--- src/tcw_pkg.sv ---
`timescale 1ns / 1ps
`default_nettype none

package tcw_pkg;

  // Default screen geometry.
  localparam int ROWS_DEF = 25;
  localparam int COLS_DEF = 80;

  // Character and attribute codes.
  localparam logic [7:0] SPACE_CHAR    = 8'h20;
  localparam logic [7:0] KEY_NEWLINE   = 8'h0A;
  localparam logic [7:0] KEY_RETURN    = 8'h0D;
  localparam logic [7:0] KEY_BACKSPACE = 8'h08;
  localparam logic [7:0] BLANK_RESET   = 8'h0F;

  // Action codes of an input word.
  typedef enum logic [1:0] {
    ACT_PUT   = 2'd0,
    ACT_CLEAR = 2'd1,
    ACT_READ  = 2'd2
  } action_e;

  // Datapath operations issued by the controller.
  typedef enum logic [2:0] {
    OP_NONE       = 3'd0,
    OP_LOAD       = 3'd1,
    OP_EXEC       = 3'd2,
    OP_FILL_INIT  = 3'd3,
    OP_FILL_CLEAR = 3'd4,
    OP_SCROLL     = 3'd5
  } tcw_op_e;

  typedef struct packed {
    tcw_op_e op;
    logic    out_load;
  } tcw_cmd_t;

  typedef struct packed {
    logic fill_last;
    logic scroll_last;
    logic need_scroll;
    logic is_clear;
    logic out_free;
  } tcw_sts_t;

endpackage

`default_nettype wire

--- src/tcw_ctrl.sv ---
`timescale 1ns / 1ps
`default_nettype none

module tcw_ctrl (
  input  wire              clk_i,
  input  wire              rst_ni,
  input  wire              in_valid_i,
  output logic             in_ready_o,
  input  tcw_pkg::tcw_sts_t sts_i,
  output tcw_pkg::tcw_cmd_t cmd_o
);

  localparam logic [2:0] S_INIT   = 3'd0;
  localparam logic [2:0] S_IDLE   = 3'd1;
  localparam logic [2:0] S_EXEC   = 3'd2;
  localparam logic [2:0] S_FILL   = 3'd3;
  localparam logic [2:0] S_SCROLL = 3'd4;
  localparam logic [2:0] S_DONE   = 3'd5;

  logic [2:0] state_q, state_d;

  always_comb begin
    state_d      = state_q;
    cmd_o.op     = tcw_pkg::OP_NONE;
    cmd_o.out_load = 1'b0;
    in_ready_o   = 1'b0;
    unique case (state_q)
      S_INIT: begin
        cmd_o.op = tcw_pkg::OP_FILL_INIT;
        if (sts_i.fill_last) begin
          state_d = S_IDLE;
        end
      end
      S_IDLE: begin
        in_ready_o = 1'b1;
        if (in_valid_i) begin
          cmd_o.op = tcw_pkg::OP_LOAD;
          state_d  = S_EXEC;
        end
      end
      S_EXEC: begin
        cmd_o.op = tcw_pkg::OP_EXEC;
        priority if (sts_i.is_clear) begin
          state_d = S_FILL;
        end else if (sts_i.need_scroll) begin
          state_d = S_SCROLL;
        end else begin
          state_d = S_DONE;
        end
      end
      S_FILL: begin
        cmd_o.op = tcw_pkg::OP_FILL_CLEAR;
        if (sts_i.fill_last) begin
          state_d = S_DONE;
        end
      end
      S_SCROLL: begin
        cmd_o.op = tcw_pkg::OP_SCROLL;
        if (sts_i.scroll_last) begin
          state_d = S_DONE;
        end
      end
      S_DONE: begin
        // Hold the finished word until the output register is free.
        if (sts_i.out_free) begin
          cmd_o.out_load = 1'b1;
          state_d        = S_IDLE;
        end
      end
      default: begin
        state_d = S_IDLE;
      end
    endcase
  end

  always_ff @(posedge clk_i or negedge rst_ni) begin
    if (!rst_ni) begin
      state_q <= S_INIT;
    end else begin
      state_q <= state_d;
    end
  end

endmodule

`default_nettype wire

--- config.mk ---
export PLATFORM = sky130hd
export DESIGN_NAME = tcw_ctrl
export DESIGN_NICKNAME = d
export VERILOG_FILES = /design/src/tcw_pkg.sv /design/src/tcw_ctrl.sv
export SDC_FILE = /design/constraint.sdc
export NUM_CORES = 1
export LEC_CHECK = 0
export BUFFER_PORTS_ARGS = -buffer_cell sky130_fd_sc_hd__buf_2
export CAP_MARGIN = 25
export CORE_AREA = 2 2 39 41
export CTS_CLUSTER_DIAMETER = 40
export CTS_CLUSTER_SIZE = 8
export DETAILED_ROUTE_END_ITERATION = 7
export DIE_AREA = 0 0 41 43
export SYNTH_ARGS = -nofsm -noshare
export SYNTH_HDL_FRONTEND = slang
export SYNTH_SLANG_ARGS = --single-unit
--- constraint.sdc ---
create_clock -name clk_i -period 2.9 [get_ports clk_i]
set_clock_uncertainty 0.15 [all_clocks]
set_input_delay 0.435 -clock clk_i [delete_from_list [all_inputs] [get_ports clk_i]]
set_output_delay 0.435 -clock clk_i [all_outputs]
set_load 0.02 [all_outputs]
==> Flow_metrics.wiki, run 1 <==
{| class="wikitable"
! Metric !! Value
|-
| GR Util All Layers || 0.0991
|-
| Net count reported at finish || 54
|-
| Most used cells in the layout excluding fill and tap cells || sky130_fd_sc_hd__buf_2, sky130_fd_sc_hd__nand2_1, sky130_fd_sc_hd__a21oi_1
|-
| Worst R2R Path Depth || 4
|-
| Fmax || between 400 and 500 MHz
|-
| Final count of negative-setup-slack endpoints || 0
|-
| Multi-input combinational cell area || 146 um2
|-
| Hold worst-path end || state_q[0]
|-
| Endpoint required time on the critical path || about 2.3 ns
|-
| Width of the chip || 41 um
|-
| Final antenna-violating net count || 0
|-
| Syn_nets || 39
|-
| Class of the tightest hold or removal check || input pin to flop
|-
| Pwr per Cell Area || 1090 mW/mm2
|-
| Worst-path fanout max || 9
|-
| Vias per inst || ~4.4
|-
| Post-Syn Instances || 31
|-
| Max_slew headroom || 0.744
|-
| First-pass iteration count of the detailed router || 3
|-
| Count of pins over their slew limit || 0
|-
| Result of the run || finished clean
|-
| CTS Sinks || 3
|-
| Clock tree from TritonCTS || yes
|-
| Root buffer cell || sky130_fd_sc_hd__clkbuf_4
|-
| Slowest library cell on the worst path || sky130_fd_sc_hd__dfrtp_1
|-
| Biggest registers after layout || state_q (3)
|-
| Final worst hold slack || 0.288 ns
|-
| Startpoint of the worst register-to-register path || state_q[0]
|-
| Max-Cap Viols || 0
|-
| Die Height || 43 um
|-
| Syn avg cell area || 7.91 um2
|-
| Maximum number of pins on one net before global-route repair || 10
|-
| Final Hold Viols || 0
|-
| Per-cell routed wire length || 11.3 um
|-
| Most common cell after layout, fill and taps aside || sky130_fd_sc_hd__buf_2
|-
| Sequential share of the synthesized area || 0.306
|-
| Ant diodes || 0
|-
| Number of library cell types mapped by synthesis || 18
|-
| Fraction of final layout cells with drive strength greater than 1 || 0.356
|-
| CTS Buf Count || 3
|-
| WS Path Type || flop to primary output
|-
| Number of flip-flops under the largest register name || 3
|-
| Post-detailed-route DRC marker count || 0
|-
| R2R setup slack || around 1.4 ns
|-
| Crit-path max cell delay || 0.49 ns
|-
| Worst hold path stage count || 2
|-
| Setup_tns || 0 ns
|-
| Number of gates resized after CTS || 0
|-
| Slew at the pin with the worst max-slew slack || 0.378 ns
|-
| Global-route wire length before repair || 1060 um
|-
| Area used by sequential logic in the layout || between 70 and 80 um2
|-
| Final period demand of the worst path || just over 2 ns
|-
| Flip-flop and latch count after synthesis || 3
|-
| Worst-path clk slew || 0.04 ns
|-
| I/O pin count || 13
|-
| Area Overhead vs Synth || 39.3%
|-
| Total number of H-tree levels || 1
|-
| Total die area || 0.00176 mm2
|-
| Setup repair after global routing missed its margin || no
|-
| Final HPWL DP || 485 um
|-
| Syn. warnings || 0
|-
| RePlAce Congestion || 0.718
|-
| Sequence of cells on the critical path || inv_1 -> nor3_1 -> buf_2
|-
| Antenna violations before repair || 0
|-
| Deepest clock path buffer count || 2
|-
| Count of filler cells inserted in the layout || 153
|-
| Critical path endpoint category || primary output
|-
| Startpoint Class || flop
|-
| Final worst path period share || 0.704
|-
| Number of buffer and inverter stages on the critical path || 2
|-
| Leftover overflow at the end of global routing || 0
|-
| DRT Wirelength || 688 um
|-
| Crit path setup slack, layout || 0.859 ns
|-
| Worst min-delay path startpoint || in_valid_i
|-
| Number of port buffers || 12
|-
| Vias in the first global route || between 200 and 300
|-
| Starting density of the core || 0.177
|-
| Row count || 14
|-
| Arrival time at the worst endpoint || 1.46 ns
|-
| Worst vdd rail ir drop || ~0.16 mV
|-
| Kind of cell adding the most delay to the critical path || flip-flops
|-
| FF-to-FF End || state_q[2]
|-
| Lkg Pwr || 0.169 nW
|-
| # hold bufs at CTS || 1
|-
| Cell Area, Synth || around 250 um2
|-
| Total number of vias || 271
|-
| Place WS || 1.16 ns
|-
| Clock network latency to the later pin of the worst-skew pair || 0.24 ns
|-
| Most flop-heavy register || state_q
|-
| Buffer count from post-CTS setup fixing || 0
|-
| Number of violations reported at the end of detailed-routing iteration 0 || 3
|-
| Core region area || 0.00138 mm2
|}
-- where the power goes --
part / total, mW / internal (mW) / switching (mW) / leakage (nW)
logic: 0.194 / 0.0806 / 0.113 / 0.118
clock network: 0.0762 / 0.0517 / 0.0245 / 0.0150
registers: 0.101 / 0.0602 / 0.0412 / 0.0357
total: 0.372 / 0.193 / 0.179 / 0.169
-- worst reg2reg max path, cell delays in order (launching register included) --
cell,delay [ns]
sky130_fd_sc_hd__dfrtp_1,0.49
sky130_fd_sc_hd__nor2b_1,0.22
sky130_fd_sc_hd__mux2i_1,0.10
sky130_fd_sc_hd__o22ai_1,0.26
sky130_fd_sc_hd__o21ai_0,0.15
-- metal layers --
layer	vias up	wire length, um	global-route usage
met5	-	0	0
li1	136	-	-
met1	118	280	0.0955
met3	4	65	0.0419
met4	0	36	0.120
met2	13	305	0.134
-- cell usage after synthesis --
cell type / instances / area share
sky130_fd_sc_hd__inv_1: 1 / 0.015
sky130_fd_sc_hd__a21oi_1: 4 / 0.082
sky130_fd_sc_hd__nand2b_1: 1 / 0.026
sky130_fd_sc_hd__clkbuf_1: 1 / 0.015
sky130_fd_sc_hd__nor2b_1: 2 / 0.051
sky130_fd_sc_hd__o22ai_1: 1 / 0.026
sky130_fd_sc_hd__o21ai_0: 1 / 0.020
sky130_fd_sc_hd__nand2_1: 5 / 0.077
sky130_fd_sc_hd__a221oi_2: 1 / 0.061
sky130_fd_sc_hd__nor3_1: 2 / 0.041
sky130_fd_sc_hd__a211oi_1: 1 / 0.031
sky130_fd_sc_hd__nor4bb_1: 1 / 0.041
sky130_fd_sc_hd__mux2i_1: 2 / 0.082
sky130_fd_sc_hd__buf_2: 1 / 0.020
sky130_fd_sc_hd__nor3b_1: 1 / 0.031
sky130_fd_sc_hd__buf_6: 1 / 0.046
sky130_fd_sc_hd__dfrtp_1: 3 / 0.31
sky130_fd_sc_hd__nor2_1: 2 / 0.031
-- worst max path at each step --
| stage | from | end | depth (start not counted) |
|---|---|---|---|
| final | state_q[0] | in_ready_o | 3 |
| after global routing | state_q[0] | in_ready_o | 3 |
| after floorplan | state_q[0] | in_ready_o | 3 |
| after detailed placement | state_q[0] | in_ready_o | 3 |
| after CTS | state_q[0] | in_ready_o | 3 |
| after global placement | state_q[0] | in_ready_o | 3 |
-- layout make-up --
class	count	share of cell area
Sequential cell	3	0.220
Tap cell	16	0.0586
Clock buffer	4	0.0769
Timing Repair Buffer	13	0.205
Multi-Input combinational cell	24	0.429
Inverter	1	0.0110
-- cells by family (layout without fill, tap and decap cells) --
kind of cell	after synthesis	count (layout)	share of synthesized area
compound gates	8	8	0.219
mux	2	2	0.0816
buf+inv	4	18	0.0969
simple gates	14	14	0.296
flops	3	3	0.306
-- per-stage QoR --
stage	power (mW)	utilization	cells	cell area [um2]
after detailed placement	0.291	0.221	56	305
after global placement	0.288	0.221	56	305
after global routing	0.408	0.247	61	342
final	0.372	0.247	61	342
after floorplan	0.252	-	31	245
after CTS	0.375	0.247	61	342
No activity file was read; power rests on OpenSTA's default activity.
==> run 2: changes to the inputs <==
--- a/config.mk
+++ b/config.mk
@@ -5,6 +5,7 @@
 export SDC_FILE = /design/constraint.sdc
 export NUM_CORES = 1
 export LEC_CHECK = 0
+export ABC_AREA = 1
 export BUFFER_PORTS_ARGS = -buffer_cell sky130_fd_sc_hd__buf_2
 export CAP_MARGIN = 25
 export CORE_AREA = 2 2 39 41
==> constraint.sdc (replaced) <==
create_clock -name clk_i -period 2 [get_ports clk_i]
set_clock_uncertainty 0.15 [all_clocks]
set_input_delay 0.3 -clock clk_i [delete_from_list [all_inputs] [get_ports clk_i]]
set_output_delay 0.3 -clock clk_i [all_outputs]
set_load 0.02 [all_outputs]
==> run 2 against run 1 <==
Compared with the run above:
- synthesized cell count up 77%
- critical path type unchanged
- sequential power up 55%
- wire length up 9.0%
- global-route usage up 0.25 points
- sequential cell count unchanged
- highest routed layer unchanged
- worst setup slack worse by 0.67 ns
- combinational power up 110%
- first-iteration DRC count rose to 5.0 times the previous value
==> Flow_metrics.wiki, run 2 <==
{| class="wikitable"
! Metric !! Value
|-
| Power Total || 673 uW (+81%)
|-
| Worst-path fanout max || 9 (unchanged)
|-
| Setup repair after global routing missed its margin || no
|-
| Place WS || 0.450 ns (-0.713 ns)
|-
| Final worst hold slack || 0.222 ns (-0.0667 ns)
|-
| GR Util All Layers || 0.102 (+0.00251)
|-
| Critical path endpoint category || primary output
|-
| Post-synth ARST share || 1.00 (unchanged)
|-
| # hold bufs at CTS || 1 (unchanged)
|-
| Crit path setup slack, layout || 0.193 ns (-0.666 ns)
|-
| Class of the tightest hold or removal check || input pin to flop
|-
| First-pass iteration count of the detailed router || 4 (+1)
|-
| Clock tree from TritonCTS || yes
|-
| Fmax || 553 MHz
|-
| Pwr per Cell Area || 1620 mW/mm2 (+49%)
|-
| Vias per inst || 4.52 (+1.8%)
|-
| Most flop-heavy register || state_q
|-
| Number of library cell types mapped by synthesis || 14 (-4)
|-
| WS Path Type || flop to primary output
|-
| Finished Cell Area || 415 um2 (+22%)
|-
| Post-place instance area || 379 um2 (+24%)
|-
| Lkg Pwr || 0.251 nW (+49%)
|-
| Maximum number of pins on one net before global-route repair || 10 (unchanged)
|-
| Cell taking the most area after synthesis || sky130_fd_sc_hd__dfrtp_1
|-
| Width of the chip || 41 um (unchanged)
|-
| Final count of negative-setup-slack endpoints || 0 (unchanged)
|-
| CTS Buf Count || 3 (unchanged)
|-
| Syn. warnings || 0 (unchanged)
|-
| Ranking of synthesized cells by instance count || sky130_fd_sc_hd__nand2_1, sky130_fd_sc_hd__nand3_1, sky130_fd_sc_hd__nor2_1, sky130_fd_sc_hd__inv_1
|-
| RePlAce Congestion || 0.842 (+17%)
|-
| Arrival time at the worst endpoint || 1.36 ns (-0.10 ns)
|-
| Slowest library cell on the worst path || sky130_fd_sc_hd__dfrtp_1
|-
| Global-route wire length before repair || 1260 um (+19%)
|-
| Row count || 14 (unchanged)
|-
| Sequence of cells on the critical path || inv_2 -> nor2_2 -> nand2_1 -> o22ai_1 -> buf_2
|-
| Ant diodes || 0 (unchanged)
|-
| Count of pins over their slew limit || 0 (unchanged)
|-
| Antenna violations before repair || 0 (unchanged)
|-
| Deepest clock path buffer count || 2 (unchanged)
|-
| Number of port buffers || 12 (unchanged)
|-
| Syn avg cell area || 5.85 um2 (-26%)
|-
| Setup_tns || 0 ns (unchanged)
|-
| Most instantiated flip-flop cell in the synthesis netlist || sky130_fd_sc_hd__dfrtp_1
|-
| DRT Wirelength || 750 um (+9.0%)
|-
| Most common cell after layout, fill and taps aside || sky130_fd_sc_hd__nand2_1
|-
| Max_slew headroom || 0.761 (+0.0169)
|-
| Worst-path clk slew || 0.04 ns (about the same)
|-
| Count of flip-flops with a built-in enable after synthesis || 0 (unchanged)
|-
| Fraction of final layout cells with drive strength greater than 1 || 0.314 (-0.0413)
|-
| Flip-flop and latch count after synthesis || 3 (unchanged)
|-
| Crit-path max cell delay || 0.54 ns (+0.05 ns)
|-
| Number of flip-flops under the largest register name || 3 (unchanged)
|-
| Syn_nets || 63 (+62%)
|-
| Endpoint required time on the critical path || 1.55 ns (-0.77 ns)
|-
| Final antenna-violating net count || 0 (unchanged)
|-
| Post-detailed-route DRC marker count || 0 (unchanged)
|-
| Core region area || 0.00138 mm2 (unchanged)
|-
| Post-Syn Instances || 55 (+77%)
|-
| Root buffer cell || sky130_fd_sc_hd__clkbuf_4
|-
| Per-cell routed wire length || 8.72 um (-23%)
|-
| Buffer count from post-CTS setup fixing || 0 (unchanged)
|-
| Number of gates resized after CTS || 0 (unchanged)
|-
| Final Hold Viols || 0 (unchanged)
|-
| Final period demand of the worst path || around 1.8 ns
|-
| Slew at the pin with the worst max-slew slack || 0.358 ns (-0.0202 ns)
|-
| Leftover overflow at the end of global routing || 0 (unchanged)
|-
| Result of the run || finished clean
|-
| Net count reported at finish || 79 (+46%)
|-
| Most common cell in the netlist || sky130_fd_sc_hd__nand2_1
|-
| CTS Sinks || 3 (unchanged)
|-
| Most used cells in the layout excluding fill and tap cells || sky130_fd_sc_hd__nand2_1, sky130_fd_sc_hd__buf_2, sky130_fd_sc_hd__nand3_1
|-
| Vias in the first global route || 369 (+40%)
|-
| Area Overhead vs Synth || 29.2%
|-
| Number of violations reported at the end of detailed-routing iteration 0 || 15 (+12)
|-
| Total die area || 0.00176 mm2 (unchanged)
|-
| Starting density of the core || 0.232 (+0.0552)
|-
| Die Height || 43 um (unchanged)
|-
| Top cells by area in the synthesized netlist || sky130_fd_sc_hd__dfrtp_1, sky130_fd_sc_hd__nand2_1, sky130_fd_sc_hd__nand3_1
|-
| Final worst path period share || 0.903
|-
| Cell Area, Synth || 322 um2 (+31%)
|-
| Max-Cap Viols || 0 (unchanged)
|-
| Final HPWL DP || 618 um (+27%)
|-
| I/O pin count || 13 (unchanged)
|-
| Biggest registers after layout || state_q (3)
|-
| Clock network latency to the later pin of the worst-skew pair || 0.23 ns (about the same)
|-
| Sequential share of the synthesized area || 0.233 (-0.0727)
|-
| Startpoint Class || flop
|-
| Worst vdd rail ir drop || 0.490 mV (+210%)
|-
| Total number of H-tree levels || 1 (unchanged)
|-
| Total number of vias || 389 (+44%)
|-
| Synth top area share || 0.233 (-0.0727)
|}
[run 2: cell types whose count changed after synthesis, moves of 3 or more]
cell,change
sky130_fd_sc_hd__nand2_1,+11
sky130_fd_sc_hd__nand3_1,+9
sky130_fd_sc_hd__inv_1,+5
sky130_fd_sc_hd__nor2_1,+5
sky130_fd_sc_hd__a21oi_1,-3
sky130_fd_sc_hd__inv_2,+3
[run 2: layout make-up]
cell class / instances / area [um2]
clock buffer: 4 / 26.3
multi-input combinational: 41 / 190
tap: 16 / 20.0
fill: 162 / 968
sequential: 3 / 75.1
timing repair buffer: 13 / 70.1
inverter: 9 / 33.8
[run 2: cell families after synthesis]
logic type,share of synthesized area
AO/OA/AOI/OAI,0.0661
buffers and inverters,0.175
flip-flops,0.233
AND/OR/NAND/NOR,0.525
[run 2: worst paths after layout]
| kind | startpoint | to | slack [ns] | depth (start not counted) |
|---|---|---|---|---|
| max | state_q[0] | cmd_o[1] | 0.19 | 5 |
| min | sts_i[4] | state_q[1] | 0.22 | 4 |
| max reg2reg | state_q[1] | state_q[0] | 0.63 | 7 |
| min reg2reg | state_q[2] | state_q[1] | 0.51 | 3 |
| max in group asynchronous | rst_ni | state_q[2] | 1.35 | 2 |
| min in group asynchronous | rst_ni | state_q[1] | 0.24 | 2 |
[run 2: critical path, delay by kind of cell, from the launching register on]
kind / cells / cell delay [ns]
buffers and inverters: 2 / 0.25
AOI/OAI and AO/OA: 1 / 0.12
and+or+nand+nor: 2 / 0.20
DFF: 1 / 0.54
[run 2: per-stage QoR]
stage          utilization  instances
3_5_place_dp         0.274         81
2_1_floorplan            -         55
6_report             0.300         86
3_3_place_gp         0.274         81
4_1_cts              0.300         86
5_1_grt              0.300         86
[run 2: where the power goes]
group          internal (mW)  switching [mW]
logic                  0.148           0.265
registers             0.0886          0.0688
clock network         0.0746          0.0289
[run 2: metal layers]
layer,share of wire,vias up,global-route usage
li1,-,201,-
met1,0.51,169,0.136
met2,0.42,17,0.144
met3,0.056,2,0.0314
met4,0.019,0,0.0467
met5,0,-,0
==> run 3: changes to the inputs <==
--- a/config.mk
+++ b/config.mk
@@ -9,6 +9,7 @@
 export BUFFER_PORTS_ARGS = -buffer_cell sky130_fd_sc_hd__buf_2
 export CAP_MARGIN = 25
 export CORE_AREA = 2 2 39 41
+export CTS_BUF_LIST = sky130_fd_sc_hd__clkbuf_4 sky130_fd_sc_hd__clkbuf_8 sky130_fd_sc_hd__clkbuf_16
 export CTS_CLUSTER_DIAMETER = 40
 export CTS_CLUSTER_SIZE = 8
 export DETAILED_ROUTE_END_ITERATION = 7
==> run 3 against run 2 <==
Compared with the run above:
- sequential share of layout area is 0.16 points lower
- combinational power barely moved
- clock power increased by 13%
- non-clock buffer count is the same
- wire length up 0.13%
- register-to-register slack is essentially flat
- final cell count stayed put
- global-route usage did not move
- hold slack barely moved
- critical path type unchanged
- largest power group unchanged
==> Flow_metrics.wiki, run 3 (synthesized netlist as in run 2, its figures left out) <==
{| class="wikitable"
! Metric !! Value
|-
| Kind of cell adding the most delay to the critical path || flip-flops
|-
| Die Height || 43 um (unchanged)
|-
| Root buffer cell || sky130_fd_sc_hd__clkbuf_4
|-
| CTS Buf Count || 3 (unchanged)
|-
| Pwr per Cell Area || 1640 mW/mm2 (+1.1%)
|-
| Multi-input combinational cell area || 190 um2 (unchanged)
|-
| Worst min-delay path startpoint || sts_i[4]
|-
| CTS Sinks || 3 (unchanged)
|-
| Maximum number of pins on one net before global-route repair || 10 (unchanged)
|-
| Number of buffer and inverter stages on the critical path || 2 (unchanged)
|-
| Row count || 14 (unchanged)
|-
| Most Crowded Layer GR || met2
|-
| Place WS || 0.450 ns (unchanged)
|-
| Lkg Pwr || 0.255 nW (+1.4%)
|-
| Slew at the pin with the worst max-slew slack || 0.358 ns (unchanged)
|-
| I/O pin count || 13 (unchanged)
|-
| Total number of H-tree levels || 1 (unchanged)
|-
| GR Util All Layers || 0.102 (unchanged)
|-
| Switching portion of total power || 0.528 (-0.0104)
|-
| Ant diodes || 0 (unchanged)
|-
| Number of port buffers || 12 (unchanged)
|-
| Power Total || 687 uW (+2.0%)
|-
| FF-to-FF End || state_q[0]
|-
| Sequence of cells on the critical path || inv_2 -> nor2_2 -> nand2_1 -> o22ai_1 -> buf_2
|-
| Vias in the first global route || 369 (unchanged)
|-
| Global-route met2 utilization || 0.144 (unchanged)
|-
| Clock network latency to the later pin of the worst-skew pair || 0.23 ns (about the same)
|-
| Cell internal pwr || 325 uW (+4.3%)
|-
| Arrival time at the worst endpoint || 1.36 ns (about the same)
|-
| Area Overhead vs Synth || 30.4%
|-
| Number of violations reported at the end of detailed-routing iteration 0 || 15 (unchanged)
|-
| Final worst path period share || 0.903 (about the same)
|-
| Final Hold Viols || 0 (unchanged)
|-
| Buffer count from post-CTS setup fixing || 0 (unchanged)
|-
| Startpoint of the worst register-to-register path || state_q[1]
|-
| Area used by sequential logic in the layout || 75.1 um2 (unchanged)
|-
| Result of the run || finished clean
|-
| Critical path endpoint category || primary output
|-
| Setup_tns || 0 ns (unchanged)
|-
| Final HPWL DP || 618 um (unchanged)
|-
| Global-route wire length before repair || 1260 um (unchanged)
|-
| Final period demand of the worst path || 1.81 ns (+0.0000520 ns)
|-
| Max-Cap Viols || 0 (unchanged)
|-
| Total placed cells including tap cells || 81 (unchanged)
|-
| Worst R2R Path Depth || 7 (unchanged)
|-
| Total number of vias || 389 (unchanged)
|-
| Width of the chip || 41 um (unchanged)
|-
| Class of the tightest hold or removal check || input pin to flop
|-
| Total die area || 0.00176 mm2 (unchanged)
|-
| Most flop-heavy register || state_q
|-
| Slowest library cell on the worst path || sky130_fd_sc_hd__dfrtp_1
|-
| Hold worst-path end || state_q[1]
|-
| Fmax || 553 MHz (about the same)
|-
| Crit-path max cell delay || 0.54 ns (about the same)
|-
| Setup repair after global routing missed its margin || no
|-
| WS Path Type || flop to primary output
|-
| Count of filler cells inserted in the layout || 160 (-1.2%)
|-
| Endpoint required time on the critical path || 1.55 ns (about the same)
|-
| Met1 track demand over resource in global routing || 0.136 (unchanged)
|-
| Most used cells in the layout excluding fill and tap cells || sky130_fd_sc_hd__nand2_1, sky130_fd_sc_hd__buf_2, sky130_fd_sc_hd__nand3_1
|-
| Worst-path clk slew || 0.04 ns (about the same)
|-
| Count of pins over their slew limit || 0 (unchanged)
|-
| Fraction of final layout cells with drive strength greater than 1 || 0.329 (+0.0143)
|-
| Final worst hold slack || 0.222 ns (-0.0000520 ns)
|-
| Share of total power in sequential cells || 0.229 (-0.005)
|-
| Per-cell routed wire length || 8.73 um (+0.13%)
|-
| Startpoint Class || flop
|-
| Clock tree from TritonCTS || yes
|-
| Most common cell after layout, fill and taps aside || sky130_fd_sc_hd__nand2_1
|-
| RePlAce Congestion || 0.842 (unchanged)
|-
| Worst hold path stage count || 4 (unchanged)
|-
| Switching power total || 362 uW (about the same)
|-
| Number of flip-flops under the largest register name || 3 (unchanged)
|-
| Final antenna-violating net count || 0 (unchanged)
|-
| Biggest registers after layout || state_q (3)
|-
| Net count reported at finish || 79 (unchanged)
|-
| Core region area || 0.00138 mm2 (unchanged)
|-
| Worst-path fanout max || 9 (unchanged)
|-
| Post-detailed-route DRC marker count || 0 (unchanged)
|-
| Number of standard cells in the final layout excluding fillers || 86 (unchanged)
|-
| Crit path setup slack, layout || 0.193 ns (-0.0000520 ns)
|-
| Clock network fraction of design power || 0.171 (+0.017)
|-
| Max_slew headroom || 0.761 (unchanged)
|-
| Worst vdd rail ir drop || 0.490 mV (about the same)
|-
| DRT Wirelength || 751 um (+0.13%)
|-
| Leftover overflow at the end of global routing || 0 (unchanged)
|-
| Vias per inst || 4.52 (unchanged)
|-
| Starting density of the core || 0.232 (unchanged)
|-
| First-pass iteration count of the detailed router || 4 (unchanged)
|-
| Portion of total power attributed to combinational logic || 0.600 (-0.012)
|-
| GR Layer Usage met3 || 0.0314 (unchanged)
|-
| Antenna violations before repair || 0 (unchanged)
|-
| R2R setup slack || 0.63 ns (about the same)
|-
| Deepest clock path buffer count || 2 (unchanged)
|-
| Final count of negative-setup-slack endpoints || 0 (unchanged)
|}
==> run 3: layout make-up <==
class	instances	area share
multi-input cells	41	0.454
flip-flops and latches	3	0.179
repair buffers	13	0.167
inverters	9	0.0806
clock buffers	4	0.0716
well taps	16	0.0478
==> run 3: power by group through the flow <==
| stage | clock [mW] | sequential [mW] | combinational, mW |
|---|---|---|---|
| detailed placement | 0 | 0.158 | 0.411 |
| global route | 0.126 | 0.162 | 0.472 |
| finish | 0.117 | 0.157 | 0.412 |
| global placement | 0 | 0.154 | 0.411 |
| floorplan | 0 | 0.106 | 0.389 |
| CTS | 0.122 | 0.157 | 0.415 |
==> run 3: through the flow <==
stage / utilization / area [um2]
2_1_floorplan: - / 322
3_3_place_gp: 0.274 / 379
3_5_place_dp: 0.274 / 379
4_1_cts: 0.303 / 419
5_1_grt: 0.303 / 419
6_report: 0.303 / 419
==> run 3: worst register-to-register path, cell delays in order, from the launching register on <==
cell                      delay, ns
sky130_fd_sc_hd__dfrtp_1       0.53
sky130_fd_sc_hd__inv_1         0.07
sky130_fd_sc_hd__nand3_1       0.09
sky130_fd_sc_hd__nor2_1        0.07
sky130_fd_sc_hd__nor2_1        0.14
sky130_fd_sc_hd__nand3_1       0.09
sky130_fd_sc_hd__nand2_1       0.06
sky130_fd_sc_hd__nand2_1       0.05
==> run 3: how the worst max path moves through the flow <==
stage	from	to	slack, ns	depth (start not counted)
after floorplan	state_q[2]	cmd_o[2]	0.48	3
after global placement	state_q[2]	cmd_o[2]	0.49	4
after detailed placement	state_q[0]	cmd_o[1]	0.45	5
after CTS	state_q[0]	cmd_o[1]	0.20	5
after global routing	state_q[0]	cmd_o[1]	0.10	5
final	state_q[0]	cmd_o[1]	0.19	5
==> run 3: repair_timing <==
| action | 4_1_cts | 5_1_grt |
|---|---|---|
| resized for setup | 0 | 0 |
| endpoints found under the setup margin | 0 | 0 |
| endpoints found under the hold margin | 3 | 0 |
| hold buffers | 1 | 0 |
==> run 3: per-layer routing <==
metal | up-vias | part of all wire
met2 | 17 | 0.42
met4 | 0 | 0.019
met1 | 169 | 0.51
li1 | 201 | -
met5 | - | 0
met3 | 2 | 0.056
